**src/rtl/core/cpmg_pkg.sv**
```systemverilog
package cpmg_pkg;

	// Sample path and capture limits
	localparam int BUFFER_DEPTH = 4096;
	localparam int SAMPLE_BITS  = 12;
	localparam logic [11:0] SAMPLE_MASK = 12'((32'd1 << SAMPLE_BITS) - 32'd1);

	// Configuration port
	localparam int CFG_INDEX_W = 4;
	localparam int CFG_DATA_W  = 32;

	localparam logic [CFG_INDEX_W-1:0] REG_HALF_CYCLE      = 4'd0;
	localparam logic [CFG_INDEX_W-1:0] REG_PULSE_CYCLES    = 4'd1;
	localparam logic [CFG_INDEX_W-1:0] REG_DEAD            = 4'd2;
	localparam logic [CFG_INDEX_W-1:0] REG_POLARIZE        = 4'd3;
	localparam logic [CFG_INDEX_W-1:0] REG_HALF_ECHO       = 4'd4;
	localparam logic [CFG_INDEX_W-1:0] REG_SAMPLE_INTERVAL = 4'd5;
	localparam logic [CFG_INDEX_W-1:0] REG_POINTS          = 4'd6;
	localparam logic [CFG_INDEX_W-1:0] REG_ECHO_COUNT      = 4'd7;

	// Register values after reset
	localparam logic [15:0] RST_HALF_CYCLE      = 16'd500;
	localparam logic [15:0] RST_PULSE_CYCLES    = 16'd10;
	localparam logic [23:0] RST_DEAD            = 24'd1000;
	localparam logic [31:0] RST_POLARIZE        = 32'd1000000;
	localparam logic [23:0] RST_HALF_ECHO       = 24'd5000;
	localparam logic [15:0] RST_SAMPLE_INTERVAL = 16'd100;
	localparam logic [12:0] RST_POINTS          = 13'd4096;
	localparam logic [7:0]  RST_ECHO_COUNT      = 8'd1;

	typedef struct packed {
		logic        command;
		logic [11:0] adc_sample;
	} item_t;

	typedef struct packed {
		logic        tx_positive;
		logic        tx_negative;
		logic        transmit_mode;
		logic        polarize_on;
		logic        ramp_strobe;
		logic        sample_valid;
		logic [11:0] captured_sample;
		logic [7:0]  echo_number;
		logic        last_of_echo;
		logic        busy_res;
	} result_t;

endpackage

```
**src/rtl/core/nmr_cpmg_pulse_sequencer.sv**
```systemverilog
// Each accepted tick's result goes into the output register, or into the skid register
// while the output is stalled. Throughput: one tick or start command per cycle while
// item_stall is low; every tick is resolved in a single pass through the phase counters,
// including skipping of zero-length phases. A two-entry output stage (result register
// plus skid register) raises item_stall only while the skid register holds a result.
// Reset (arst_n low): sequencer idle, counters cleared, registers back to their defaults.
module nmr_cpmg_pulse_sequencer (
	input  logic                             clk,
	input  logic                             arst_n,
	input  logic                             item_valid,
	output logic                             item_stall,
	input  cpmg_pkg::item_t                  item,
	output logic                             result_valid,
	input  logic                             result_stall,
	output cpmg_pkg::result_t                result,
	input  logic                             cfg_write,
	input  logic [cpmg_pkg::CFG_INDEX_W-1:0] cfg_index,
	input  logic [cpmg_pkg::CFG_DATA_W-1:0]  cfg_data
);

	// Phase codes; TX/DEAD are split by pulse type so the 180 flag lives in the code
	localparam logic [3:0] PH_IDLE     = 4'd0;
	localparam logic [3:0] PH_POLARIZE = 4'd1;
	localparam logic [3:0] PH_RAMP     = 4'd2;
	localparam logic [3:0] PH_TX90     = 4'd3;
	localparam logic [3:0] PH_DEAD90   = 4'd4;
	localparam logic [3:0] PH_WAIT1    = 4'd5;
	localparam logic [3:0] PH_TX180    = 4'd6;
	localparam logic [3:0] PH_DEAD180  = 4'd7;
	localparam logic [3:0] PH_WAIT2    = 4'd8;
	localparam logic [3:0] PH_SAMPLE   = 4'd9;
	// Entry point past the sample phase: count the echo, then loop or finish
	localparam logic [3:0] ENT_WRAP    = 4'd10;

	// Configuration registers
	logic [15:0] half_cycle_q;
	logic [15:0] pulse_cycles_q;
	logic [23:0] dead_q;
	logic [31:0] polarize_q;
	logic [23:0] half_echo_q;
	logic [15:0] interval_q;
	logic [12:0] points_q;
	logic [7:0]  echo_count_q;

	// Sequencer state
	logic [3:0]  phase_q;
	logic [31:0] tick_q;
	logic [16:0] cycle_q;
	logic        neg_q;
	logic [7:0]  echo_done_q;
	logic [12:0] sample_cnt_q;

	// Output stage
	logic                result_valid_q;
	cpmg_pkg::result_t   result_q;
	logic                skid_valid_q;
	cpmg_pkg::result_t   skid_q;

	logic take;
	logic out_free;

	// Derived limits
	logic [15:0] half_cycle_eff;
	logic [15:0] interval_eff;
	logic [7:0]  echo_target;
	logic [12:0] points_limit;
	logic [16:0] burst;
	logic [9:0]  nonempty;

	// Next state
	logic [3:0]  phase_n;
	logic [31:0] tick_n;
	logic [16:0] cycle_n;
	logic        neg_n;
	logic [7:0]  echo_done_n;
	logic [12:0] sample_cnt_n;
	logic [31:0] tick_inc;
	logic [16:0] cycle_inc;
	logic [12:0] sample_inc;

	logic        adv;
	logic [3:0]  entry;
	logic [7:0]  ed_base;
	logic [7:0]  ed_inc;
	logic [9:0]  mask_a;
	logic [9:0]  mask_b;
	cpmg_pkg::result_t res;

	function automatic logic [3:0] first_set(input logic [9:0] m);
		logic [3:0] r;
		r = PH_IDLE;
		for (int i = 9; i >= 1; i--) begin
			if (m[i]) r = 4'(i);
		end
		return r;
	endfunction

	assign item_stall   = skid_valid_q;
	assign take         = item_valid && !skid_valid_q;
	assign out_free     = !result_valid_q || !result_stall;
	assign result_valid = result_valid_q;
	assign result       = result_q;

	assign half_cycle_eff = (half_cycle_q == 16'd0) ? 16'd1 : half_cycle_q;
	assign interval_eff   = (interval_q == 16'd0) ? 16'd1 : interval_q;
	assign echo_target    = (echo_count_q == 8'd0) ? 8'd1 : echo_count_q;
	assign points_limit   = ({4'd0, points_q} > 17'(cpmg_pkg::BUFFER_DEPTH)) ?
		13'(cpmg_pkg::BUFFER_DEPTH) : points_q;
	assign burst          = (phase_q == PH_TX180) ? {pulse_cycles_q, 1'b0} :
		{1'b0, pulse_cycles_q};

	always_comb begin
		nonempty              = '0;
		nonempty[PH_POLARIZE] = (polarize_q != 32'd0);
		nonempty[PH_RAMP]     = 1'b1;
		nonempty[PH_TX90]     = (pulse_cycles_q != 16'd0);
		nonempty[PH_DEAD90]   = (dead_q != 24'd0);
		nonempty[PH_WAIT1]    = (half_echo_q != 24'd0);
		nonempty[PH_TX180]    = (pulse_cycles_q != 16'd0);
		nonempty[PH_DEAD180]  = (dead_q != 24'd0);
		nonempty[PH_WAIT2]    = (half_echo_q != 24'd0);
		nonempty[PH_SAMPLE]   = (points_limit != 13'd0);
	end

	assign tick_inc   = tick_q + 32'd1;
	assign cycle_inc  = cycle_q + 17'd1;
	assign sample_inc = sample_cnt_q + 13'd1;

	always_comb begin
		res          = '0;
		phase_n      = phase_q;
		tick_n       = tick_q;
		cycle_n      = cycle_q;
		neg_n        = neg_q;
		echo_done_n  = echo_done_q;
		sample_cnt_n = sample_cnt_q;
		adv          = 1'b0;
		entry        = PH_IDLE;
		ed_base      = echo_done_q;

		case (phase_q)
			PH_IDLE: begin
				if (item.command) begin
					res.busy_res = 1'b1;
					adv          = 1'b1;
					entry        = PH_POLARIZE;
					ed_base      = 8'd0;
				end
			end
			PH_POLARIZE: begin
				res.busy_res    = 1'b1;
				res.polarize_on = 1'b1;
				tick_n          = tick_inc;
				if (tick_inc >= polarize_q) begin
					adv   = 1'b1;
					entry = PH_TX90 - 4'd1;
				end
			end
			PH_RAMP: begin
				res.busy_res    = 1'b1;
				res.ramp_strobe = 1'b1;
				adv             = 1'b1;
				entry           = PH_TX90;
			end
			PH_TX90, PH_TX180: begin
				res.busy_res      = 1'b1;
				res.transmit_mode = 1'b1;
				res.tx_positive   = !neg_q;
				res.tx_negative   = neg_q;
				tick_n            = tick_inc;
				if (tick_inc >= {16'd0, half_cycle_eff}) begin
					tick_n = 32'd0;
					if (neg_q) begin
						neg_n   = 1'b0;
						cycle_n = cycle_inc;
						if (cycle_inc >= burst) begin
							adv   = 1'b1;
							entry = (phase_q == PH_TX180) ? PH_DEAD180 : PH_DEAD90;
						end
					end else begin
						neg_n = 1'b1;
					end
				end
			end
			PH_DEAD90, PH_DEAD180: begin
				res.busy_res = 1'b1;
				tick_n       = tick_inc;
				if (tick_inc >= {8'd0, dead_q}) begin
					adv   = 1'b1;
					entry = (phase_q == PH_DEAD180) ? PH_WAIT2 : PH_WAIT1;
				end
			end
			PH_WAIT1, PH_WAIT2: begin
				res.busy_res = 1'b1;
				tick_n       = tick_inc;
				if (tick_inc >= {8'd0, half_echo_q}) begin
					adv   = 1'b1;
					entry = (phase_q == PH_WAIT2) ? PH_SAMPLE : PH_TX180;
				end
			end
			PH_SAMPLE: begin
				res.busy_res = 1'b1;
				if (tick_q == 32'd0) begin
					res.sample_valid    = 1'b1;
					res.captured_sample = item.adc_sample & cpmg_pkg::SAMPLE_MASK;
					res.echo_number     = echo_done_q;
					res.last_of_echo    = (sample_inc >= points_limit);
				end
				tick_n = tick_inc;
				if (tick_inc >= {16'd0, interval_eff}) begin
					tick_n       = 32'd0;
					sample_cnt_n = sample_inc;
					if (sample_inc >= points_limit) begin
						adv   = 1'b1;
						entry = ENT_WRAP;
					end
				end
			end
			default: begin
				phase_n = PH_IDLE;
			end
		endcase

		// Skip zero-length phases: first nonempty phase at or past the entry, else
		// count the echo and try the echo loop once more.
		for (int i = 0; i < 10; i++) begin
			mask_a[i] = nonempty[i] && (4'(i) >= entry);
			mask_b[i] = nonempty[i] && (4'(i) >= PH_WAIT1);
		end
		ed_inc = ed_base + 8'd1;

		if (adv) begin
			tick_n       = 32'd0;
			cycle_n      = 17'd0;
			neg_n        = 1'b0;
			sample_cnt_n = 13'd0;
			if (|mask_a) begin
				phase_n     = first_set(mask_a);
				echo_done_n = ed_base;
			end else begin
				echo_done_n = ed_inc;
				if (ed_inc >= echo_target || !(|mask_b)) begin
					phase_n = PH_IDLE;
				end else begin
					phase_n = first_set(mask_b);
				end
			end
		end
	end

	always_ff @(posedge clk or negedge arst_n) begin
		if (!arst_n) begin
			phase_q      <= PH_IDLE;
			tick_q       <= '0;
			cycle_q      <= '0;
			neg_q        <= 1'b0;
			echo_done_q  <= '0;
			sample_cnt_q <= '0;
		end else if (take) begin
			phase_q      <= phase_n;
			tick_q       <= tick_n;
			cycle_q      <= cycle_n;
			neg_q        <= neg_n;
			echo_done_q  <= echo_done_n;
			sample_cnt_q <= sample_cnt_n;
		end
	end

	// Refuse writes while a run is in progress
	always_ff @(posedge clk or negedge arst_n) begin
		if (!arst_n) begin
			half_cycle_q   <= cpmg_pkg::RST_HALF_CYCLE;
			pulse_cycles_q <= cpmg_pkg::RST_PULSE_CYCLES;
			dead_q         <= cpmg_pkg::RST_DEAD;
			polarize_q     <= cpmg_pkg::RST_POLARIZE;
			half_echo_q    <= cpmg_pkg::RST_HALF_ECHO;
			interval_q     <= cpmg_pkg::RST_SAMPLE_INTERVAL;
			points_q       <= cpmg_pkg::RST_POINTS;
			echo_count_q   <= cpmg_pkg::RST_ECHO_COUNT;
		end else if (cfg_write && phase_q == PH_IDLE) begin
			case (cfg_index)
				cpmg_pkg::REG_HALF_CYCLE:      half_cycle_q   <= cfg_data[15:0];
				cpmg_pkg::REG_PULSE_CYCLES:    pulse_cycles_q <= cfg_data[15:0];
				cpmg_pkg::REG_DEAD:            dead_q         <= cfg_data[23:0];
				cpmg_pkg::REG_POLARIZE:        polarize_q     <= cfg_data[31:0];
				cpmg_pkg::REG_HALF_ECHO:       half_echo_q    <= cfg_data[23:0];
				cpmg_pkg::REG_SAMPLE_INTERVAL: interval_q     <= cfg_data[15:0];
				cpmg_pkg::REG_POINTS:          points_q       <= cfg_data[12:0];
				cpmg_pkg::REG_ECHO_COUNT:      echo_count_q   <= cfg_data[7:0];
				default: ;
			endcase
		end
	end

	// Output register with skid: drain the skid first to keep transaction order
	always_ff @(posedge clk or negedge arst_n) begin
		if (!arst_n) begin
			result_valid_q <= 1'b0;
			skid_valid_q   <= 1'b0;
		end else if (out_free) begin
			if (skid_valid_q) begin
				result_valid_q <= 1'b1;
				skid_valid_q   <= 1'b0;
			end else begin
				result_valid_q <= take;
			end
		end else if (take) begin
			skid_valid_q <= 1'b1;
		end
	end

	always_ff @(posedge clk) begin
		if (out_free) begin
			if (skid_valid_q) begin
				result_q <= skid_q;
			end else if (take) begin
				result_q <= res;
			end
		end else if (take) begin
			skid_q <= res;
		end
	end

	a_skid_behind_result: assert property (@(posedge clk) disable iff (!arst_n)
		skid_valid_q |-> result_valid_q)
		else $error("skid register full while result register empty");

	a_start_leaves_idle: assert property (@(posedge clk) disable iff (!arst_n)
		take && phase_q == PH_IDLE && item.command |=> phase_q != PH_IDLE)
		else $error("start command did not launch a run");

	a_cycle_in_burst: assert property (@(posedge clk) disable iff (!arst_n)
		(phase_q == PH_TX90 || phase_q == PH_TX180) |-> cycle_q < burst)
		else $error("carrier cycle count past burst length");

	a_sample_in_range: assert property (@(posedge clk) disable iff (!arst_n)
		phase_q == PH_SAMPLE |-> sample_cnt_q < points_limit)
		else $error("sample count past points limit");

	a_echo_in_range: assert property (@(posedge clk) disable iff (!arst_n)
		(phase_q == PH_WAIT1 || phase_q == PH_TX180 || phase_q == PH_DEAD180 ||
		 phase_q == PH_WAIT2 || phase_q == PH_SAMPLE) |-> echo_done_q < echo_target)
		else $error("echo index past echo count");

endmodule

```
**config.mk**
```make
export PLATFORM = sky130hd
export DESIGN_NAME = nmr_cpmg_pulse_sequencer
export DESIGN_NICKNAME = d
export VERILOG_FILES = /design/src/rtl/core/cpmg_pkg.sv /design/src/rtl/core/nmr_cpmg_pulse_sequencer.sv
export SDC_FILE = /design/constraint.sdc
export NUM_CORES = 1
export LEC_CHECK = 0
export BUFFER_PORTS_ARGS = -buffer_cell sky130_fd_sc_hd__buf_2
export CAP_MARGIN = 15
export CORE_ASPECT_RATIO = 0.8
export CORE_UTILIZATION = 60
export DETAILED_ROUTE_END_ITERATION = 10
export GPL_ROUTABILITY_DRIVEN = 0
export GPL_TIMING_DRIVEN = 1
export PLACE_DENSITY = 0.78
export SLEW_MARGIN = 20
export SYNTH_ARGS = -nofsm -noshare
export SYNTH_HDL_FRONTEND = slang
export SYNTH_SLANG_ARGS = --single-unit
```
**constraint.sdc**
```tcl
create_clock -name clk -period 5.9 [get_ports clk]
set_input_delay 0.59 -clock clk [delete_from_list [all_inputs] [get_ports clk]]
set_output_delay 0.59 -clock clk [all_outputs]
set_load 0.01 [all_outputs]
```
==> results.txt <==
routed vias: 14100
Avg Cell Area, Syn: 9.58 um2
Die Ht: 154 um
Post-Synth XOR/XNOR Area: 0.0364
Simple-Gate Fraction of Synth Area: 0.190
CP Max Fanout: 12
FMAX: 0.178 GHz
most common cell after layout, fill and taps aside: nand2_1
Layout Skew: 0.0231 ns
critical path class: register to register
H-tree depth: 1
Worst Max-Slew Pin Slew: 1.05 ns
Via-to-Cell Ratio: 6.17
gr usage total: 0.312
sequential share of power: 0.409
post-CTS sizing: 0
count of flip-flops with a built-in enable after synthesis: 56
Slew Limit Fails: 0
VDD IR max: 0.283 mV
share of the synthesized area in the top cell type: 0.280
Die W: 192 um
CP top delay family: simple AND/OR/NAND/NOR gates
CTS tree: built
Post CTS Setup Buffer Count: 0
WL/cell: 19.9 um
Final ANT Viol Nets: 0
Synth cell types: 91
internal power: 4.73 mW
clock latency at the later pin of the worst-skew pair: 0.56 ns
drt pass-1 iters: 9
unrepaired setup endpoints after global routing: no
switching share of power: 0.361
most frequent cells in the layout: nand2_1 (249), dfrtp_1 (195), o21ai_0 (163)
mux contribution to synthesized area: 0.0601
Placed Instance Area: 18300 um2
Reg2Reg Depth: 16
Synth async-reset ratio: 0.801
crit start category: register
Slew headroom: 0.284
Synth area leader: dfrtp_1
core region area: 28400 um2
clk buf depth: 3
post-route cell area: 19300 um2
share of cells above drive strength 1: 0.174
CP max-delay cell: or4_1
row count: 55
CTS Sinks: 282
vias in the first global route: 13600
Congestion Overflow GR: 0
synthesized area: 17400 um2
PD cells: 383 nW/um2
Hold Crit Class: primary input to async pin
Clock transition at path regs: 0.07 ns
total power draw: 7.40 mW
Comb pwr share: 0.326
cell count after synthesis: 1816
die area: 29700 um2
compound-cell area share of the yosys netlist: 0.129
initial antenna violation count: 1
CP Cell Sequence: ha_1 -> nand2_1 -> or4_1 -> xnor2_2 -> ha_1 -> nand4_1 -> nor2_1 -> a221o_1 -> or3_2 -> a311oi_2 -> a21oi_1 -> or4_4 -> a2111oi_4 -> nor3_4 -> a41oi_1 -> o21ai_1
net switching component of the power: 2.67 mW
first-pass GRT wire length: 72800 um
total CTS buffers: 29
CP Capture Type: register
Synth area leaders: dfrtp_1 (28%), ha_1 (11%), edfxtp_1 (9.7%), nand2_1 (5.4%), mux2_2 (4.9%)
Syn Nets: 2022
synthesis-stage register bit count: 282
Ys Warns: 0
combinational family with the most area after synthesis: simple AND/OR/NAND/NOR gates
starting density of the core: 0.612
IO Count: 84
ANT cells: 0
post-layout util: 0.680
Adder-Cell Fraction of Synth Area: 0.109
total wire length: 45500 um
Tmin final: 5.63 ns
largest net degree at the start of global routing: 110
Final period util: 0.954
CTS Hold Bufs: 0
DRT iter0 DRCs: 1216
Layout Area Growth over Synthesis: 11.0%
# DRC: 14
Critical Path AT: 6.05 ns
Critical Path RT: 6.32 ns
status: complete, but fails checks
sequential area share after synthesis: 0.424
Clk network pwr share: 0.266
detailed placement HPWL: 33100 um
cell mode on critical path: ha_1
Max Cap Viol: 0
WP depth: 16
Buf/Inv on CP: 0
clk root buf: clkbuf_16
placed cell count: 2231
Final nets: 2098
setup TNS: 0 ns
Primary FF master, synth: dfrtp_1
final hold violation count: 0
Static Leak: 9.31 nW
max incr delay on CP: 0.72 ns
violated checks: DRC
PortBufs: 83
final setup violation count: 0
non-filler cells in the finished layout: 2284
per-layer routing:
layer	wire length [um]	global-route usage	vias up
met4	1150	0.0825	0
met3	3350	0.0470	79
li1	-	-	6624
met5	0	0	-
met2	20400	0.482	549
met1	20500	0.457	6835
Yosys cell counts (all sizes together), types with 4 or more instances:
cell type / instances
a2111oi: 9
a211oi: 7
a21o: 37
a21oi: 46
a31oi: 5
a41oi: 4
and2: 29
and3: 21
and4: 8
buf: 9
clkbuf: 69
dfrtp: 195
dfstp: 31
edfxtp: 56
ha: 152
inv: 144
mux2: 76
mux2i: 19
nand2: 251
nand2b: 33
nand3: 43
nand4: 71
nor2: 67
nor2b: 13
nor3: 32
nor4: 46
o21a: 8
o21ai: 182
o31ai: 15
or2: 8
or3: 5
or4: 6
xnor2: 37
xor2: 28
path summary, 6_finish.rpt:
kind	start	endpoint	slack, ns
setup reg to reg	tick_q[1]$_DFFE_PN0P_	echo_done_q[1]$_DFFE_PN0P_	0.27
min in group clk	cfg_data[30]	polarize_q[30]$_DFFE_PN0P_	0.24
setup / recovery	tick_q[1]$_DFFE_PN0P_	echo_done_q[1]$_DFFE_PN0P_	0.27
hold reg to reg	cycle_q[16]$_DFFE_PN0P_	cycle_q[16]$_DFFE_PN0P_	0.51
hold / removal	arst_n	cycle_q[6]$_DFFE_PN0P_	0.12
max in group asynchronous	arst_n	points_q[10]$_DFFE_PN0P_	4.34
flip-flops by register name, indices dropped and copies added, names as in the netlist, 4 cells and up:
| register | cells |
|---|---|
| skid_q | 28 |
| echo_done_q | 8 |
| echo_count_q | 8 |
| polarize_q | 32 |
| sample_cnt_q | 13 |
| tick_q | 32 |
| half_echo_q | 24 |
| result | 28 |
| pulse_cycles_q | 16 |
| interval_q | 16 |
| cycle_q | 17 |
| half_cycle_q | 16 |
| phase_q | 4 |
| dead_q | 24 |
| points_q | 13 |
stage by stage:
stage	setup slack, ns	hold slack, ns
after global routing	0.0693	0.188
after floorplan	0.919	0.294
final	0.273	0.121
after detailed placement	0.232	0.496
after global placement	0.403	0.486
after CTS	0.198	0.153
power by group through the flow:
stage / Sequential (mW) / Combinational (mW) / Clock, mW
CTS: 3.01 / 2.37 / 2.00
finish: 3.02 / 2.41 / 1.97
floorplan: 2.91 / 1.62 / 0
global route: 3.09 / 2.69 / 2.06
detailed placement: 3.04 / 2.32 / 0
global placement: 3.01 / 2.20 / 0
worst reg2reg max path, cell delays in order, from the launching register on:
cell       delay [ns]
dfrtp_1          0.39
ha_1             0.27
nand2_1          0.17
or4_1            0.72
xnor2_2          0.41
ha_1             0.32
nand4_1          0.12
nor2_1           0.07
a221o_1          0.31
or3_2            0.47
a311oi_2         0.40
a21oi_1          0.24
or4_4            0.57
a2111oi_4        0.52
nor3_4           0.17
a41oi_1          0.25
o21ai_1          0.09
logic make-up (layout without fill, tap and decap cells):
logic type | Yosys count | in the layout
AO/OA/AOI/OAI | 355 | 355
XOR/XNOR | 67 | 67
adder cells (fa/ha/maj) | 152 | 152
buffers and inverters | 222 | 320
flip-flops | 282 | 282
multiplexers | 95 | 95
AND/OR/NAND/NOR | 643 | 643
final cells by class:
cell class | instances | area (um2)
flip-flops and latches | 282 | 7380
well taps | 370 | 463
repair buffers | 123 | 726
clock inverters | 18 | 234
fillers | 2206 | 9090
multi-input cells | 1312 | 9200
clock buffers | 35 | 788
inverters | 144 | 541
(Power assumes the default switching activity.)
